--- src/rtl/sarsi_pkg.sv ---
// package: types and constants shared by the simple-average rsi block
package sarsi_pkg;

    localparam int PRICE_IN_W = 32;
    localparam int TS_W       = 64;
    localparam int RSI_W      = 23;
    localparam int THR_W      = 23;
    localparam int CFG_DATA_W = 23;
    localparam int CFG_IDX_W  = 1;
    localparam int CFG_PERIOD_W = 7;

    localparam logic [CFG_IDX_W-1:0] CFG_PERIOD_LEN      = 1'b0;
    localparam logic [CFG_IDX_W-1:0] CFG_THRESHOLD_LEVEL = 1'b1;

    localparam int PERIOD_RESET = 14;
    localparam logic [THR_W-1:0] THRESHOLD_RESET = 23'd4587520;

    localparam logic [RSI_W-1:0] RSI_SCALE = 23'd6553600;
    localparam logic [RSI_W-1:0] RSI_HALF  = 23'd3276800;
    localparam logic [RSI_W-1:0] RSI_ZERO  = 23'd0;

    // 6553600 = 25 << 18
    localparam int RSI_SCALE_MUL   = 25;
    localparam int RSI_MUL_W       = 5;
    localparam int RSI_SCALE_SHIFT = 18;

    localparam int Q_BITS    = 24;
    localparam int DIV_STEPS = Q_BITS / 2;
    localparam int STEP_W    = $clog2(DIV_STEPS);

    typedef enum logic [1:0] {
        JOB_DIVIDE,
        JOB_HALF,
        JOB_FULL,
        JOB_ZERO
    } job_kind_t;

    typedef enum logic [2:0] {
        F_IDLE,
        F_RD_OLD,
        F_RD_SEC,
        F_ADD,
        F_PUSH
    } front_state_t;

    typedef enum logic [1:0] {
        B_IDLE,
        B_DIV,
        B_WRITE
    } back_state_t;

    typedef struct packed {
        logic [PRICE_IN_W-1:0] price;
        logic [TS_W-1:0]       time_stamp;
    } in_item_t;

    typedef struct packed {
        logic [RSI_W-1:0] rsi_value;
        logic [THR_W-1:0] threshold_out;
        logic [TS_W-1:0]  time_stamp_out;
    } out_item_t;

    typedef struct packed {
        job_kind_t        kind;
        logic [THR_W-1:0] threshold;
        logic [TS_W-1:0]  time_stamp;
    } job_info_t;

endpackage

--- src/rtl/sarsi_ram.sv ---
// generic single-port-write ram with registered read
module sarsi_ram #(
    parameter int WIDTH = 32,
    parameter int DEPTH = 65
) (
    input  logic                     clk,
    input  logic                     we,
    input  logic [$clog2(DEPTH)-1:0] waddr,
    input  logic [WIDTH-1:0]         wdata,
    input  logic [$clog2(DEPTH)-1:0] raddr,
    output logic [WIDTH-1:0]         rdata
);

    logic [WIDTH-1:0] mem_reg [DEPTH];
    logic [WIDTH-1:0] rdata_reg;

    always_ff @(posedge clk)
    begin
        if (we)
        begin
            mem_reg[waddr] <= wdata;
        end
        rdata_reg <= mem_reg[raddr];
    end

    assign rdata = rdata_reg;

endmodule

--- src/rtl/sarsi_fifo.sv ---
// small job queue between the window front end and the divider back end
module sarsi_fifo #(
    parameter int WIDTH = 64,
    parameter int DEPTH = 2
) (
    input  logic             clk,
    input  logic             rst_n,
    input  logic             push,
    output logic             full,
    input  logic [WIDTH-1:0] wdata,
    input  logic             pop,
    output logic             empty,
    output logic [WIDTH-1:0] rdata
);

    localparam int PTR_W   = $clog2(DEPTH);
    localparam int COUNT_W = $clog2(DEPTH + 1);

    logic [WIDTH-1:0]   mem_reg [DEPTH];
    logic [PTR_W-1:0]   wr_ptr_reg, wr_ptr_next;
    logic [PTR_W-1:0]   rd_ptr_reg, rd_ptr_next;
    logic [COUNT_W-1:0] count_reg, count_next;
    logic               do_push, do_pop;

    assign full    = (count_reg == COUNT_W'(DEPTH));
    assign empty   = (count_reg == '0);
    assign do_push = push && !full;
    assign do_pop  = pop && !empty;
    assign rdata   = mem_reg[rd_ptr_reg];

    always_comb
    begin
        wr_ptr_next = wr_ptr_reg;
        rd_ptr_next = rd_ptr_reg;
        count_next  = count_reg;
        if (do_push)
        begin
            wr_ptr_next = (wr_ptr_reg == PTR_W'(DEPTH - 1)) ? '0 : wr_ptr_reg + 1'b1;
        end
        if (do_pop)
        begin
            rd_ptr_next = (rd_ptr_reg == PTR_W'(DEPTH - 1)) ? '0 : rd_ptr_reg + 1'b1;
        end
        if (do_push && !do_pop)
        begin
            count_next = count_reg + 1'b1;
        end
        else if (do_pop && !do_push)
        begin
            count_next = count_reg - 1'b1;
        end
    end

    always_ff @(posedge clk or negedge rst_n)
    begin
        if (!rst_n)
        begin
            wr_ptr_reg <= '0;
            rd_ptr_reg <= '0;
            count_reg  <= '0;
        end
        else
        begin
            wr_ptr_reg <= wr_ptr_next;
            rd_ptr_reg <= rd_ptr_next;
            count_reg  <= count_next;
        end
    end

    always_ff @(posedge clk)
    begin
        if (do_push)
        begin
            mem_reg[wr_ptr_reg] <= wdata;
        end
    end

`ifndef SYNTHESIS
    a_count_bound: assert property (@(posedge clk) disable iff (!rst_n)
        count_reg <= COUNT_W'(DEPTH))
        else $error("job queue count beyond depth");
`endif

endmodule

--- src/rtl/sarsi_front.sv ---
// front end: config registers, price window, running rise and fall sums, job classification
module sarsi_front
    import sarsi_pkg::*;
#(
    parameter int MAX_PERIOD  = 64,
    parameter int PRICE_WIDTH = 32
) (
    input  logic                  clk,
    input  logic                  rst_n,
    input  logic                  cfg_we,
    input  logic [CFG_IDX_W-1:0]  cfg_index,
    input  logic [CFG_DATA_W-1:0] cfg_data,
    input  logic                  push,
    output logic                  full,
    input  in_item_t              in_item,
    output logic                  ram_we,
    output logic [$clog2(MAX_PERIOD+1)-1:0] ram_waddr,
    output logic [((PRICE_WIDTH < PRICE_IN_W) ? PRICE_WIDTH : PRICE_IN_W)-1:0] ram_wdata,
    output logic [$clog2(MAX_PERIOD+1)-1:0] ram_raddr,
    input  logic [((PRICE_WIDTH < PRICE_IN_W) ? PRICE_WIDTH : PRICE_IN_W)-1:0] ram_rdata,
    output logic                  job_push,
    input  logic                  job_full,
    output job_info_t             job_info,
    output logic [((PRICE_WIDTH < PRICE_IN_W) ? PRICE_WIDTH : PRICE_IN_W)
                  + $clog2(MAX_PERIOD)-1:0] job_rise,
    output logic [((PRICE_WIDTH < PRICE_IN_W) ? PRICE_WIDTH : PRICE_IN_W)
                  + $clog2(MAX_PERIOD)-1:0] job_total
);

    localparam int PW     = (PRICE_WIDTH < PRICE_IN_W) ? PRICE_WIDTH : PRICE_IN_W;
    localparam int SUM_W  = PW + $clog2(MAX_PERIOD);
    localparam int PER_W  = $clog2(MAX_PERIOD + 1);
    localparam int LEN_W  = $clog2(MAX_PERIOD + 2);
    localparam int ADDR_W = $clog2(MAX_PERIOD + 1);
    localparam int PERIOD_INIT = (PERIOD_RESET < MAX_PERIOD) ? PERIOD_RESET : MAX_PERIOD;

    front_state_t      state_reg, state_next;
    logic [PER_W-1:0]  period_reg, period_next;
    logic [THR_W-1:0]  threshold_reg, threshold_next;
    logic [LEN_W-1:0]  fill_reg, fill_next;
    logic [ADDR_W-1:0] slot_reg, slot_next;
    logic [SUM_W-1:0]  rise_reg, rise_next;
    logic [SUM_W-1:0]  fall_reg, fall_next;
    logic [PW-1:0]     price_reg, price_next;
    logic [TS_W-1:0]   ts_reg, ts_next;
    logic [PW-1:0]     newest_reg, newest_next;
    logic [PW-1:0]     oldest_reg, oldest_next;

    logic [LEN_W-1:0]        len;
    logic [LEN_W-1:0]        slot_p1;
    logic                    slot_wrap;
    logic [ADDR_W-1:0]       slot_adv;
    logic                    win_full;
    logic [LEN_W-1:0]        fill_inc;
    logic [CFG_PERIOD_W-1:0] period_wr;
    logic [PER_W-1:0]        period_clamp;

    assign len       = LEN_W'(period_reg) + 1'b1;
    assign slot_p1   = LEN_W'(slot_reg) + 1'b1;
    assign slot_wrap = (slot_p1 == len);
    assign slot_adv  = slot_wrap ? '0 : ADDR_W'(slot_p1);
    assign win_full  = (fill_reg == len);
    assign fill_inc  = (fill_reg < len) ? fill_reg + 1'b1 : fill_reg;

    assign period_wr    = cfg_data[CFG_PERIOD_W-1:0];
    assign period_clamp = (period_wr == '0) ? PER_W'(1) :
                          (int'(period_wr) > MAX_PERIOD) ? PER_W'(MAX_PERIOD) :
                          PER_W'(period_wr);

    assign full      = (state_reg != F_IDLE);
    assign ram_waddr = slot_reg;
    assign ram_wdata = price_reg;

    assign job_rise  = rise_reg;
    assign job_total = rise_reg + fall_reg;

    always_comb
    begin
        job_info.threshold  = threshold_reg;
        job_info.time_stamp = ts_reg;
        if (rise_reg == '0 && fall_reg == '0)
        begin
            job_info.kind = JOB_HALF;
        end
        else if (fall_reg == '0)
        begin
            job_info.kind = JOB_FULL;
        end
        else if (rise_reg == '0)
        begin
            job_info.kind = JOB_ZERO;
        end
        else
        begin
            job_info.kind = JOB_DIVIDE;
        end
    end

    always_comb
    begin
        state_next     = state_reg;
        period_next    = period_reg;
        threshold_next = threshold_reg;
        fill_next      = fill_reg;
        slot_next      = slot_reg;
        rise_next      = rise_reg;
        fall_next      = fall_reg;
        price_next     = price_reg;
        ts_next        = ts_reg;
        newest_next    = newest_reg;
        oldest_next    = oldest_reg;
        ram_we         = 1'b0;
        ram_raddr      = slot_reg;
        job_push       = 1'b0;

        unique case (state_reg)
            F_IDLE:
            begin
                if (push)
                begin
                    price_next = in_item.price[PW-1:0];
                    ts_next    = in_item.time_stamp;
                    state_next = win_full ? F_RD_OLD : F_ADD;
                end
            end
            F_RD_OLD:
            begin
                oldest_next = ram_rdata;
                ram_raddr   = slot_adv;
                state_next  = F_RD_SEC;
            end
            F_RD_SEC:
            begin
                // drop the change between the oldest two prices
                if (ram_rdata > oldest_reg)
                begin
                    rise_next = rise_reg - (SUM_W'(ram_rdata) - SUM_W'(oldest_reg));
                end
                else
                begin
                    fall_next = fall_reg - (SUM_W'(oldest_reg) - SUM_W'(ram_rdata));
                end
                state_next = F_ADD;
            end
            F_ADD:
            begin
                if (fill_reg != '0)
                begin
                    if (price_reg > newest_reg)
                    begin
                        rise_next = rise_reg + (SUM_W'(price_reg) - SUM_W'(newest_reg));
                    end
                    else
                    begin
                        fall_next = fall_reg + (SUM_W'(newest_reg) - SUM_W'(price_reg));
                    end
                end
                ram_we      = 1'b1;
                newest_next = price_reg;
                slot_next   = slot_adv;
                fill_next   = fill_inc;
                state_next  = (fill_inc == len) ? F_PUSH : F_IDLE;
            end
            F_PUSH:
            begin
                if (!job_full)
                begin
                    job_push   = 1'b1;
                    state_next = F_IDLE;
                end
            end
            default:
            begin
                state_next = F_IDLE;
            end
        endcase

        if (cfg_we)
        begin
            unique case (cfg_index)
                CFG_PERIOD_LEN:
                begin
                    period_next = period_clamp;
                    fill_next   = '0;
                    slot_next   = '0;
                    rise_next   = '0;
                    fall_next   = '0;
                end
                CFG_THRESHOLD_LEVEL:
                begin
                    threshold_next = cfg_data[THR_W-1:0];
                end
                default:
                begin
                end
            endcase
        end
    end

    always_ff @(posedge clk or negedge rst_n)
    begin
        if (!rst_n)
        begin
            state_reg     <= F_IDLE;
            period_reg    <= PER_W'(PERIOD_INIT);
            threshold_reg <= THRESHOLD_RESET;
            fill_reg      <= '0;
            slot_reg      <= '0;
            rise_reg      <= '0;
            fall_reg      <= '0;
        end
        else
        begin
            state_reg     <= state_next;
            period_reg    <= period_next;
            threshold_reg <= threshold_next;
            fill_reg      <= fill_next;
            slot_reg      <= slot_next;
            rise_reg      <= rise_next;
            fall_reg      <= fall_next;
        end
    end

    always_ff @(posedge clk)
    begin
        price_reg  <= price_next;
        ts_reg     <= ts_next;
        newest_reg <= newest_next;
        oldest_reg <= oldest_next;
    end

`ifndef SYNTHESIS
    a_fill_bound: assert property (@(posedge clk) disable iff (!rst_n)
        fill_reg <= len)
        else $error("fill count beyond window length");

    a_slot_bound: assert property (@(posedge clk) disable iff (!rst_n)
        LEN_W'(slot_reg) < len)
        else $error("write slot outside window");

    a_push_full: assert property (@(posedge clk) disable iff (!rst_n)
        (state_reg == F_PUSH) |-> win_full)
        else $error("job issued before window is full");
`endif

endmodule

--- src/rtl/sarsi_back.sv ---
// back end: special-case results and radix-4 restoring divider, output register
module sarsi_back
    import sarsi_pkg::*;
#(
    parameter int SUM_W = 38
) (
    input  logic             clk,
    input  logic             rst_n,
    input  logic             job_empty,
    output logic             job_pop,
    input  job_info_t        job_info,
    input  logic [SUM_W-1:0] job_rise,
    input  logic [SUM_W-1:0] job_total,
    output logic             empty,
    input  logic             pop,
    output out_item_t        out_item
);

    localparam int REM_W = SUM_W + 1;
    localparam int UP_W  = SUM_W + RSI_MUL_W;
    localparam int NUM_W = UP_W + RSI_SCALE_SHIFT;

    back_state_t       state_reg, state_next;
    logic [REM_W-1:0]  rem_reg, rem_next;
    logic [Q_BITS-1:0] dvd_reg, dvd_next;
    logic [Q_BITS-1:0] quo_reg, quo_next;
    logic [SUM_W-1:0]  total_reg, total_next;
    logic [STEP_W-1:0] step_reg, step_next;
    logic [RSI_W-1:0]  res_reg, res_next;
    job_info_t         info_reg, info_next;
    logic              out_valid_reg, out_valid_next;
    out_item_t         out_item_reg, out_item_next;

    logic [UP_W-1:0]   up_scaled;
    logic [NUM_W-1:0]  num;
    logic [REM_W-1:0]  divisor;
    logic [REM_W-1:0]  r1_shift, r1, r2_shift, r2;
    logic              q1, q2;
    logic [Q_BITS-1:0] quo_step;

    assign up_scaled = UP_W'(job_rise) * UP_W'(RSI_SCALE_MUL);
    assign num       = {up_scaled, {RSI_SCALE_SHIFT{1'b0}}};

    // two quotient bits per cycle
    assign divisor  = REM_W'(total_reg);
    assign r1_shift = {rem_reg[REM_W-2:0], dvd_reg[Q_BITS-1]};
    assign q1       = (r1_shift >= divisor);
    assign r1       = q1 ? r1_shift - divisor : r1_shift;
    assign r2_shift = {r1[REM_W-2:0], dvd_reg[Q_BITS-2]};
    assign q2       = (r2_shift >= divisor);
    assign r2       = q2 ? r2_shift - divisor : r2_shift;
    assign quo_step = {quo_reg[Q_BITS-3:0], q1, q2};

    assign empty    = !out_valid_reg;
    assign out_item = out_item_reg;

    always_comb
    begin
        state_next     = state_reg;
        rem_next       = rem_reg;
        dvd_next       = dvd_reg;
        quo_next       = quo_reg;
        total_next     = total_reg;
        step_next      = step_reg;
        res_next       = res_reg;
        info_next      = info_reg;
        out_valid_next = out_valid_reg;
        out_item_next  = out_item_reg;
        job_pop        = 1'b0;

        if (pop && out_valid_reg)
        begin
            out_valid_next = 1'b0;
        end

        unique case (state_reg)
            B_IDLE:
            begin
                if (!job_empty)
                begin
                    job_pop    = 1'b1;
                    info_next  = job_info;
                    total_next = job_total;
                    rem_next   = REM_W'(num[NUM_W-1:Q_BITS]);
                    dvd_next   = num[Q_BITS-1:0];
                    quo_next   = '0;
                    step_next  = STEP_W'(DIV_STEPS - 1);
                    unique case (job_info.kind)
                        JOB_DIVIDE:
                        begin
                            state_next = B_DIV;
                        end
                        JOB_HALF:
                        begin
                            res_next   = RSI_HALF;
                            state_next = B_WRITE;
                        end
                        JOB_FULL:
                        begin
                            res_next   = RSI_SCALE;
                            state_next = B_WRITE;
                        end
                        JOB_ZERO:
                        begin
                            res_next   = RSI_ZERO;
                            state_next = B_WRITE;
                        end
                        default:
                        begin
                            state_next = B_IDLE;
                        end
                    endcase
                end
            end
            B_DIV:
            begin
                rem_next  = r2;
                dvd_next  = dvd_reg << 2;
                quo_next  = quo_step;
                step_next = step_reg - 1'b1;
                if (step_reg == '0)
                begin
                    res_next   = quo_step[RSI_W-1:0];
                    state_next = B_WRITE;
                end
            end
            B_WRITE:
            begin
                if (!out_valid_reg || pop)
                begin
                    out_item_next.rsi_value      = res_reg;
                    out_item_next.threshold_out  = info_reg.threshold;
                    out_item_next.time_stamp_out = info_reg.time_stamp;
                    out_valid_next               = 1'b1;
                    state_next                   = B_IDLE;
                end
            end
            default:
            begin
                state_next = B_IDLE;
            end
        endcase
    end

    always_ff @(posedge clk or negedge rst_n)
    begin
        if (!rst_n)
        begin
            state_reg     <= B_IDLE;
            out_valid_reg <= 1'b0;
        end
        else
        begin
            state_reg     <= state_next;
            out_valid_reg <= out_valid_next;
        end
    end

    always_ff @(posedge clk)
    begin
        rem_reg      <= rem_next;
        dvd_reg      <= dvd_next;
        quo_reg      <= quo_next;
        total_reg    <= total_next;
        step_reg     <= step_next;
        res_reg      <= res_next;
        info_reg     <= info_next;
        out_item_reg <= out_item_next;
    end

`ifndef SYNTHESIS
    a_rem_below_divisor: assert property (@(posedge clk) disable iff (!rst_n)
        (state_reg == B_DIV) |-> (rem_reg < divisor))
        else $error("partial remainder not below divisor");

    a_write_needs_slot: assert property (@(posedge clk) disable iff (!rst_n)
        (state_reg == B_WRITE && out_valid_reg && !pop) |=> (state_reg == B_WRITE))
        else $error("result left write state while output slot busy");
`endif

endmodule

--- src/rtl/simple_average_rsi_core.sv ---
// top level: simple moving average rsi with queue-style input and result channels
//
// input channel: an item (price, time stamp) transfers on a clock edge with push high and
// full low. config port: cfg_we writes cfg_data into register cfg_index (0 period_len,
// 1 threshold_level) in the same cycle; write only while no item is in flight. writing
// period_len empties the price window.
// result channel: while empty is low the oldest result is on out_item; it transfers on a
// clock edge with pop high. no result comes until the window holds period_len+1 prices,
// after that each item gives one result.
// datapath order from input transfer to result on the ports: window update, queue hop,
// divider, output register. the front end takes a new item only once it is through with the
// last one (full stays high meanwhile), and the divider works on one result at a time;
// results that need no division (flat, no falls, no rises) skip the divider in the back end.
// a stalled receiver holds the finished result in the output register; the back end
// finishes the next result and the two-entry job queue fills, then full stays high.
// reset clears the window, sums and queues and loads period 14 and threshold 4587520.
module simple_average_rsi_core
    import sarsi_pkg::*;
#(
    parameter int MAX_PERIOD  = 64,
    parameter int PRICE_WIDTH = 32
) (
    input  logic                  clk,
    input  logic                  rst_n,
    input  logic                  cfg_we,
    input  logic [CFG_IDX_W-1:0]  cfg_index,
    input  logic [CFG_DATA_W-1:0] cfg_data,
    input  logic                  push,
    output logic                  full,
    input  in_item_t              in_item,
    output logic                  empty,
    input  logic                  pop,
    output out_item_t             out_item
);

    localparam int PW     = (PRICE_WIDTH < PRICE_IN_W) ? PRICE_WIDTH : PRICE_IN_W;
    localparam int SUM_W  = PW + $clog2(MAX_PERIOD);
    localparam int ADDR_W = $clog2(MAX_PERIOD + 1);
    localparam int DEPTH  = MAX_PERIOD + 1;
    localparam int JOB_W  = $bits(job_info_t) + 2 * SUM_W;

    logic              ram_we;
    logic [ADDR_W-1:0] ram_waddr, ram_raddr;
    logic [PW-1:0]     ram_wdata, ram_rdata;

    logic              job_push, job_full, job_pop, job_empty;
    job_info_t         f_info, b_info;
    logic [SUM_W-1:0]  f_rise, f_total, b_rise, b_total;
    logic [JOB_W-1:0]  q_wdata, q_rdata;

    sarsi_front #(
        .MAX_PERIOD  (MAX_PERIOD),
        .PRICE_WIDTH (PRICE_WIDTH)
    ) u_front (
        .clk       (clk),
        .rst_n     (rst_n),
        .cfg_we    (cfg_we),
        .cfg_index (cfg_index),
        .cfg_data  (cfg_data),
        .push      (push),
        .full      (full),
        .in_item   (in_item),
        .ram_we    (ram_we),
        .ram_waddr (ram_waddr),
        .ram_wdata (ram_wdata),
        .ram_raddr (ram_raddr),
        .ram_rdata (ram_rdata),
        .job_push  (job_push),
        .job_full  (job_full),
        .job_info  (f_info),
        .job_rise  (f_rise),
        .job_total (f_total)
    );

    sarsi_ram #(
        .WIDTH (PW),
        .DEPTH (DEPTH)
    ) u_window (
        .clk   (clk),
        .we    (ram_we),
        .waddr (ram_waddr),
        .wdata (ram_wdata),
        .raddr (ram_raddr),
        .rdata (ram_rdata)
    );

    assign q_wdata = {f_info, f_rise, f_total};
    assign {b_info, b_rise, b_total} = q_rdata;

    sarsi_fifo #(
        .WIDTH (JOB_W),
        .DEPTH (2)
    ) u_jobs (
        .clk   (clk),
        .rst_n (rst_n),
        .push  (job_push),
        .full  (job_full),
        .wdata (q_wdata),
        .pop   (job_pop),
        .empty (job_empty),
        .rdata (q_rdata)
    );

    sarsi_back #(
        .SUM_W (SUM_W)
    ) u_back (
        .clk       (clk),
        .rst_n     (rst_n),
        .job_empty (job_empty),
        .job_pop   (job_pop),
        .job_info  (b_info),
        .job_rise  (b_rise),
        .job_total (b_total),
        .empty     (empty),
        .pop       (pop),
        .out_item  (out_item)
    );

endmodule

--- config.mk ---
export PLATFORM = sky130hd
export DESIGN_NAME = simple_average_rsi_core
export DESIGN_NICKNAME = d
export VERILOG_FILES = /design/src/rtl/sarsi_pkg.sv /design/src/rtl/sarsi_ram.sv /design/src/rtl/sarsi_fifo.sv /design/src/rtl/sarsi_front.sv /design/src/rtl/sarsi_back.sv /design/src/rtl/simple_average_rsi_core.sv
export SDC_FILE = /design/constraint.sdc
export NUM_CORES = 2
export LEC_CHECK = 0
export BUFFER_PORTS_ARGS = -buffer_cell sky130_fd_sc_hd__buf_4
export CAP_MARGIN = 20
export CORE_MARGIN = 1
export CORE_UTILIZATION = 40
export DETAILED_ROUTE_END_ITERATION = 16
export GPL_ROUTABILITY_DRIVEN = 0
export SLEW_MARGIN = 20
export SYNTH_ARGS = -nofsm -noshare
export SYNTH_HDL_FRONTEND = slang
export SYNTH_SLANG_ARGS = --single-unit
--- constraint.sdc ---
create_clock -name clk -period 23.3 [get_ports clk]
set_input_delay 1.165 -clock clk [delete_from_list [all_inputs] [get_ports clk]]
set_output_delay 1.165 -clock clk [all_outputs]
set_load 0.005 [all_outputs]
Word-level counts from Yosys, hierarchy flattened
Memory sizes are Yosys's and may differ from the RTL's. A register that Yosys moved wholly into a read port is not among the register bits.
Cells that the tools add are included.
Word-level totals
  bits of input ports: 125
  bits in registers: 635
  memories kept: 2
  bits in writable memories: 2410
  output and inout port bits: 112
  logic and storage cells: 176
Cells by class
  muxes and demuxes: 66
  reduce and logical (&&, ||, !) cells: 34
  equal/unequal tests: 19
  bitwise gates (word level): 2
  multiply operators: 1
  order comparisons: 6
  add/subtract/negate cells: 19
Memory list
  u_window.mem_reg: depth 65, width 32, rd ports 1, clocked after Yosys merged registers in 1, wr ports 1, line sarsi_ram.sv:14  | logic [WIDTH-1:0] mem_reg [DEPTH];
  u_jobs.mem_reg: depth 2, width 165, rd ports 1, clocked after Yosys merged registers in 0, wr ports 1, line sarsi_fifo.sv:19  | logic [WIDTH-1:0] mem_reg [DEPTH];
Operator list (number)
  38-bit two-way mux: 13
  38-bit case mux with 2 select lines: 3
  38-bit subtractor: 4
  32-bit by 32-bit subtractor with 33-bit output: 4
  38-bit adder: 3
  39-bit by 38-bit >= comparator with 1-bit output: 2
  7-bit two-way mux: 11
  38-bit logical NOT: 2
  23-bit case mux with 3 select lines: 1
  32-bit > comparator: 2
  24-bit case mux with 2 select lines: 1
  23-bit two-way mux: 2
  23-bit case mux with 2 select lines: 1
  38-bit by 5-bit multiplier with 43-bit output, second input constant: 1
  21-bit case mux with 2 select lines: 1
  24-bit two-way mux: 1
  7-bit by 1-bit adder with 7-bit output, second input constant: 3
  7-bit equality test: 3
  21-bit two-way mux: 1
  2-bit two-way mux: 9
  3-bit case mux with 5 select lines: 1
  1-bit two-way mux: 14
  2-bit AND reduction: 7
  3-bit two-way mux: 3
  other kinds (32): 54

Longest topological paths before layout
  word-level depth: 8
  depth in mapped cells: 30
  gate-level depth less buffers: 27

Cells and area by module
Synthesis repeated with hierarchy kept, for this count alone.
Second synthesis, totals
  cell total of the unflattened synthesis: 9446
  area, all modules: 141131.6 µm²
By module, submodules not included
  sarsi_ram: area each 80871.3 µm², times used 1, cells each 3869
  sarsi_front: area each 28429.8 µm², times used 1, cells each 3324
  sarsi_back: area each 19683.9 µm², times used 1, cells each 1721
  sarsi_fifo: area each 12146.6 µm², times used 1, cells each 532

Least setup slack after synthesis
No wires, ideal clock.
  kind: flip-flop to flip-flop
  from: register u_front.state_reg[0]
  to: memory u_jobs.mem_reg[0][0] (netlist bit), enable pin
  setup slack: 14861 ps
  clock period less this slack: 8439 ps
  cell stages (with the launch flop): 5
  arrival: 7746 ps
  cell sequence: dfrtp_1 > clkbuf_1 > nor2_1 > nand3_1 > nor2_1
On the way
  longest elaborated chain between the ends: 5
RTL lines
  start: declaration: line sarsi_front.sv:37  | front_state_t state_reg, state_next;
  start signal: assignment: line sarsi_front.sv:214  | state_reg <= state_next;
  3-bit equality test: line sarsi_front.sv:116  | unique case (state_reg)
  1-bit two-way mux: line sarsi_front.sv:116
  1-bit logical AND: line sarsi_fifo.sv:27  | assign do_push = push && !full;
  1-bit two-way mux: line sarsi_fifo.sv:72  | if (do_push)
  1-bit two-way mux (implied by the code): line sarsi_fifo.sv:74  | mem_reg[wr_ptr_reg] <= wdata;
  end: declaration: line sarsi_fifo.sv:19
No other way between the ends.

Worst setup path after layout
  from: register u_back.total_reg[1]
  to: register u_back.rem_reg[9] (data pin)
On the way
  longest elaborated chain between the ends: 5
RTL lines
  start: declaration: line sarsi_back.sv:27  | logic [SUM_W-1:0] total_reg, total_next;
  start signal: assignment: line sarsi_back.sv:164  | total_reg <= total_next;
  38-bit subtractor / 39-bit by 38-bit >= comparator with 1-bit output (equally long branches): line sarsi_back.sv:48, sarsi_back.sv:47
  38-bit two-way mux: line sarsi_back.sv:48  | assign r1 = q1 ? r1_shift - divisor : r1_shift;
  38-bit subtractor / 39-bit by 38-bit >= comparator with 1-bit output (equally long branches): line sarsi_back.sv:51, sarsi_back.sv:50
  38-bit two-way mux (*): line sarsi_back.sv:51  | assign r2 = q2 ? r2_shift - divisor : r2_shift;
  38-bit case mux with 2 select lines (*): line sarsi_back.sv:76  | unique case (state_reg)
  net u_back.rem_next[9]: line sarsi_back.sv:24  | logic [REM_W-1:0] rem_reg, rem_next;
  end signal: assignment: line sarsi_back.sv:161  | rem_reg <= rem_next;
  end: declaration: line sarsi_back.sv:24
Mark *: on every way through the listed nets, which the timed path passes. The rest lies on a longest branch.
A chain may end at the register's enable or synchronous reset.

==> impl_results.md <==
* Final Hold Fails at 0
* Min Tclk post-route at 7.76 ns
* Crit end category: flop
* Largest delay share family, worst path: compound AO/OA/AOI/OAI gates
* Main area contributors after synthesis: edfxtp_1 63%, mux4_2 6.0%, ha_1 4.8%, dfrtp_1 2.2%, mux2i_1 2.2%
* Die width at 591 um
* Worst Hold Class: primary input to async pin
* Netlist Area Pre-Place at 0.139 sq mm
* WS Path Type: flop to flop
* Most used cell, CP: o31a_1
* Via density at 5.81
* Vias in the first global route at 82691
* Int Power at 14.3 mW
* Setup Fix Bufs, Post-CTS at 0
* Core area at 0.344 sq mm
* DR pass1 iterations at 9
* Grt total ovfl at 0
* Mean Syn Cell Area at 15.0 sq um
* Fraction of registers with async set or reset after synthesis at 4.25%
* Most common library cells after synthesis: 2897 x edfxtp_1, 600 x a21oi_1, 530 x nand2_1
* RSZ-0062 raised after global routing: no
* Seq pwr share at 30.7%
* Antenna violations before repair at 23
* Stages on worst setup path at 25
* # resized after CTS at 0
* Final setup violation count at 0
* Critical path fanouts, max at 46
* Max Used Layer: met5
* Layout cell share with drive strength beyond 1 at 16.1%
* Count of final max-slew check failures at 0
* Peak VDD IR at 0.199 mV
* CTS tree: done
* Pwr Total at 23.5 mW
* H-tree depth at 5
* Leading area contributor after synthesis: edfxtp_1
* Top cell type's share of synthesized area at 62.7%
* Worst Path Arrival at 8.40 ns
* Antenna Nets Post-Route at 0
* Reg2Reg Depth at 25
* First-pass GRT wire length at 569000 um
* Gate Count Post-Synth at 9250
* Hpwl dp at 249000 um
* DR WL met3 at 32500 um
* Placed instance area at 0.147 sq mm
* Syn-to-layout area delta at 13.3%
* Number of fill cells at 29535
* Ys flop type: edfxtp_1
* Met2 wire len at 184000 um
* DRC Markers at 0
* Sw Share at 39.3%
* Seq cells post-synth at 3059
* Status: finished clean
* Port Buf Inserts at 236
* Critical Path RT at 23.94 ns
* Number of flops mapped to enable cells by yosys at 2897
* Crit start category: flop
* Netlist cell types at 97
* WL final at 396000 um
* Gr usage total at 22.1%
* Power Density at 150 mW/mm^2
* CTS root buf: clkbuf_16
* CTS buffer count at 315
* Setup TNS at 0 ns
* Period utilization at 33.3%
* Die height at 591 um
* Clock buffer depth at 4
* CP max stage cell: o21ba_2
* Worst-skew pair later-pin latency at 0.97 ns
* Initial Utilization at 40.3%
* Ys Warns at 0
* Max cap viols at 0
* CTS clock-pin slew for the worst setup and hold paths at 0.06 ns
* Routed length per instance at 27.4 um
* Largest net degree at the start of global routing at 125
* Syn_nets at 9948
* Layout Utilization at 45.7%
* M1 WL at 162000 um
* Hold-fix buffers, CTS at 0
* Fmax at 0.129 GHz
* Combinational power share at 47.4%
* Max transition margin at 17.6%
* Buffer and inverter count on the worst path at 3
* Slowest cell delay on critical path at 0.50 ns
* Pleak at 55.6 nW
* Switching power at 9.23 mW
* Worst Clk Skew at 0.0869 ns
* Design Area, Final at 0.157 sq mm
* Via count at 83805
* Site row count at 215
* Count leader, synth: edfxtp_1
* DR iter-0 viols at 8946
* Clock power share at 21.9%
* Full die area at 0.349 sq mm
* Max reg flops at 2080
* Worst-Margin Slew at 1.23 ns
* I/O pins at 237
* Final net count at 10301
* Post-synthesis sequential area ratio at 65.5%
* # clock sinks at 3059
[worst register-to-register path, cell delays in order (launching register included)]
cell,delay [ns]
edfxtp_1,0.42
inv_1,0.16
ha_1,0.29
nor2b_1,0.16
o31a_1,0.27
o31a_1,0.29
o21ai_1,0.32
o21ai_0,0.34
a31oi_1,0.40
o21ba_2,0.50
clkinv_1,0.48
nor2_1,0.20
nor2_1,0.09
ha_1,0.22
or2_2,0.31
o311ai_1,0.44
nand3_1,0.22
a31oi_1,0.46
o31a_1,0.23
nor4b_1,0.37
o31ai_1,0.16
a211o_2,0.30
buf_4,0.32
mux2_1,0.43
nand2_1,0.07
o21ai_1,0.06
[placed cells by master, fill, tap and decap left out, types with 39 or more instances in the layout]
| master | instances |
|---|---|
| edfxtp_1 | 2897 |
| a21oi_1 | 599 |
| ha_1 | 529 |
| nand2_1 | 526 |
| inv_1 | 461 |
| buf_4 | 419 |
| mux4_2 | 372 |
| o21ai_0 | 326 |
| nor2_1 | 321 |
| clkbuf_16 | 320 |
| mux2i_1 | 309 |
| xnor2_1 | 244 |
| a21o_1 | 236 |
| a22oi_1 | 191 |
| mux2_2 | 172 |
| xor2_1 | 147 |
| dfrtp_1 | 123 |
| o22ai_1 | 119 |
| nand3_1 | 94 |
| nor3_1 | 84 |
| nand4_1 | 79 |
| nor2_4 | 68 |
| nand2b_1 | 64 |
| o21a_1 | 61 |
| clkinv_1 | 59 |
| a31oi_1 | 56 |
| o21bai_1 | 55 |
| clkbuf_1 | 52 |
| clkinv_2 | 50 |
| a211oi_1 | 48 |
| nor2b_1 | 46 |
| fa_1 | 44 |
| and2_1 | 39 |
[per-stage QoR]
stage	hold slack [ns]	setup WS, ns	instances
after detailed placement	0.405	15.67	13842
after CTS	0.289	15.64	14414
final	0.264	15.54	14422
after global routing	0.295	15.19	14416
after floorplan	0.400	14.86	9250
after global placement	0.401	15.57	13839
[path summary, 6_finish.rpt]
| path | slack, ns | startpoint | endpoint |
|---|---|---|---|
| setup reg to reg | 15.54 | u_back.total_reg[1]$_DFFE_PP_ | u_back.rem_reg[9]$_DFFE_PP_ |
| setup / recovery | 15.54 | u_back.total_reg[1]$_DFFE_PP_ | u_back.rem_reg[9]$_DFFE_PP_ |
| min in group clk | 0.39 | in_item[77] | u_front.ram_wdata[13]$_DFFE_PP_ |
| hold / removal | 0.26 | rst_n | u_back.state_reg[1]$_DFFE_PN0P_ |
| max in group asynchronous | 21.51 | rst_n | u_front.fall_reg[30]$_DFF_PN0_ |
| hold reg to reg | 0.40 | u_back.info_reg[7]$_DFFE_PP_ | u_back.out_item[7]$_DFFE_PP_ |
[kinds of logic (layout without fill, tap and decap cells)]
| logic type | Yosys count | count (layout) | share of synthesized area [%] |
|---|---|---|---|
| AO/OA/AOI/OAI | 2012 | 2012 | 9.32 |
| other | 0 | 7 | 0 |
| buffers and inverters | 858 | 1466 | 2.55 |
| flip-flops | 3059 | 3059 | 65.5 |
| adder cells (fa/ha/maj) | 573 | 573 | 5.40 |
| AND/OR/NAND/NOR | 1495 | 1495 | 5.00 |
| multiplexers | 857 | 857 | 9.69 |
| XOR/XNOR | 396 | 396 | 2.53 |
[per-layer routing]
layer,global-route usage [%],vias to the layer above
met1,30.0,42761
met4,8.63,14
li1,-,36601
met3,3.61,656
met2,35.8,3773
met5,0,-
[power by group through the flow]
stage / clock (mW) / combinational, mW / sequential [mW]
floorplan: 0 / 8.04 / 7.24
global placement: 0 / 10.8 / 7.32
detailed placement: 0 / 10.9 / 7.34
CTS: 5.22 / 11.0 / 7.22
global route: 5.42 / 12.1 / 7.27
finish: 5.15 / 11.1 / 7.22
[final cells by class]
cell class	instances	area [sq um]	share of cell area (%)
Antenna cell	7	17.5	0.0111
Clock buffer	387	8410	5.35
Clock inverter	185	2040	1.30
Inverter	465	1750	1.11
Multi-Input combinational cell	5333	45000	28.7
Sequential cell	3059	90900	57.8
Tap cell	4557	5700	3.63
Timing Repair Buffer	429	3320	2.11
Note: power is estimated with default switching activity, not from simulation.
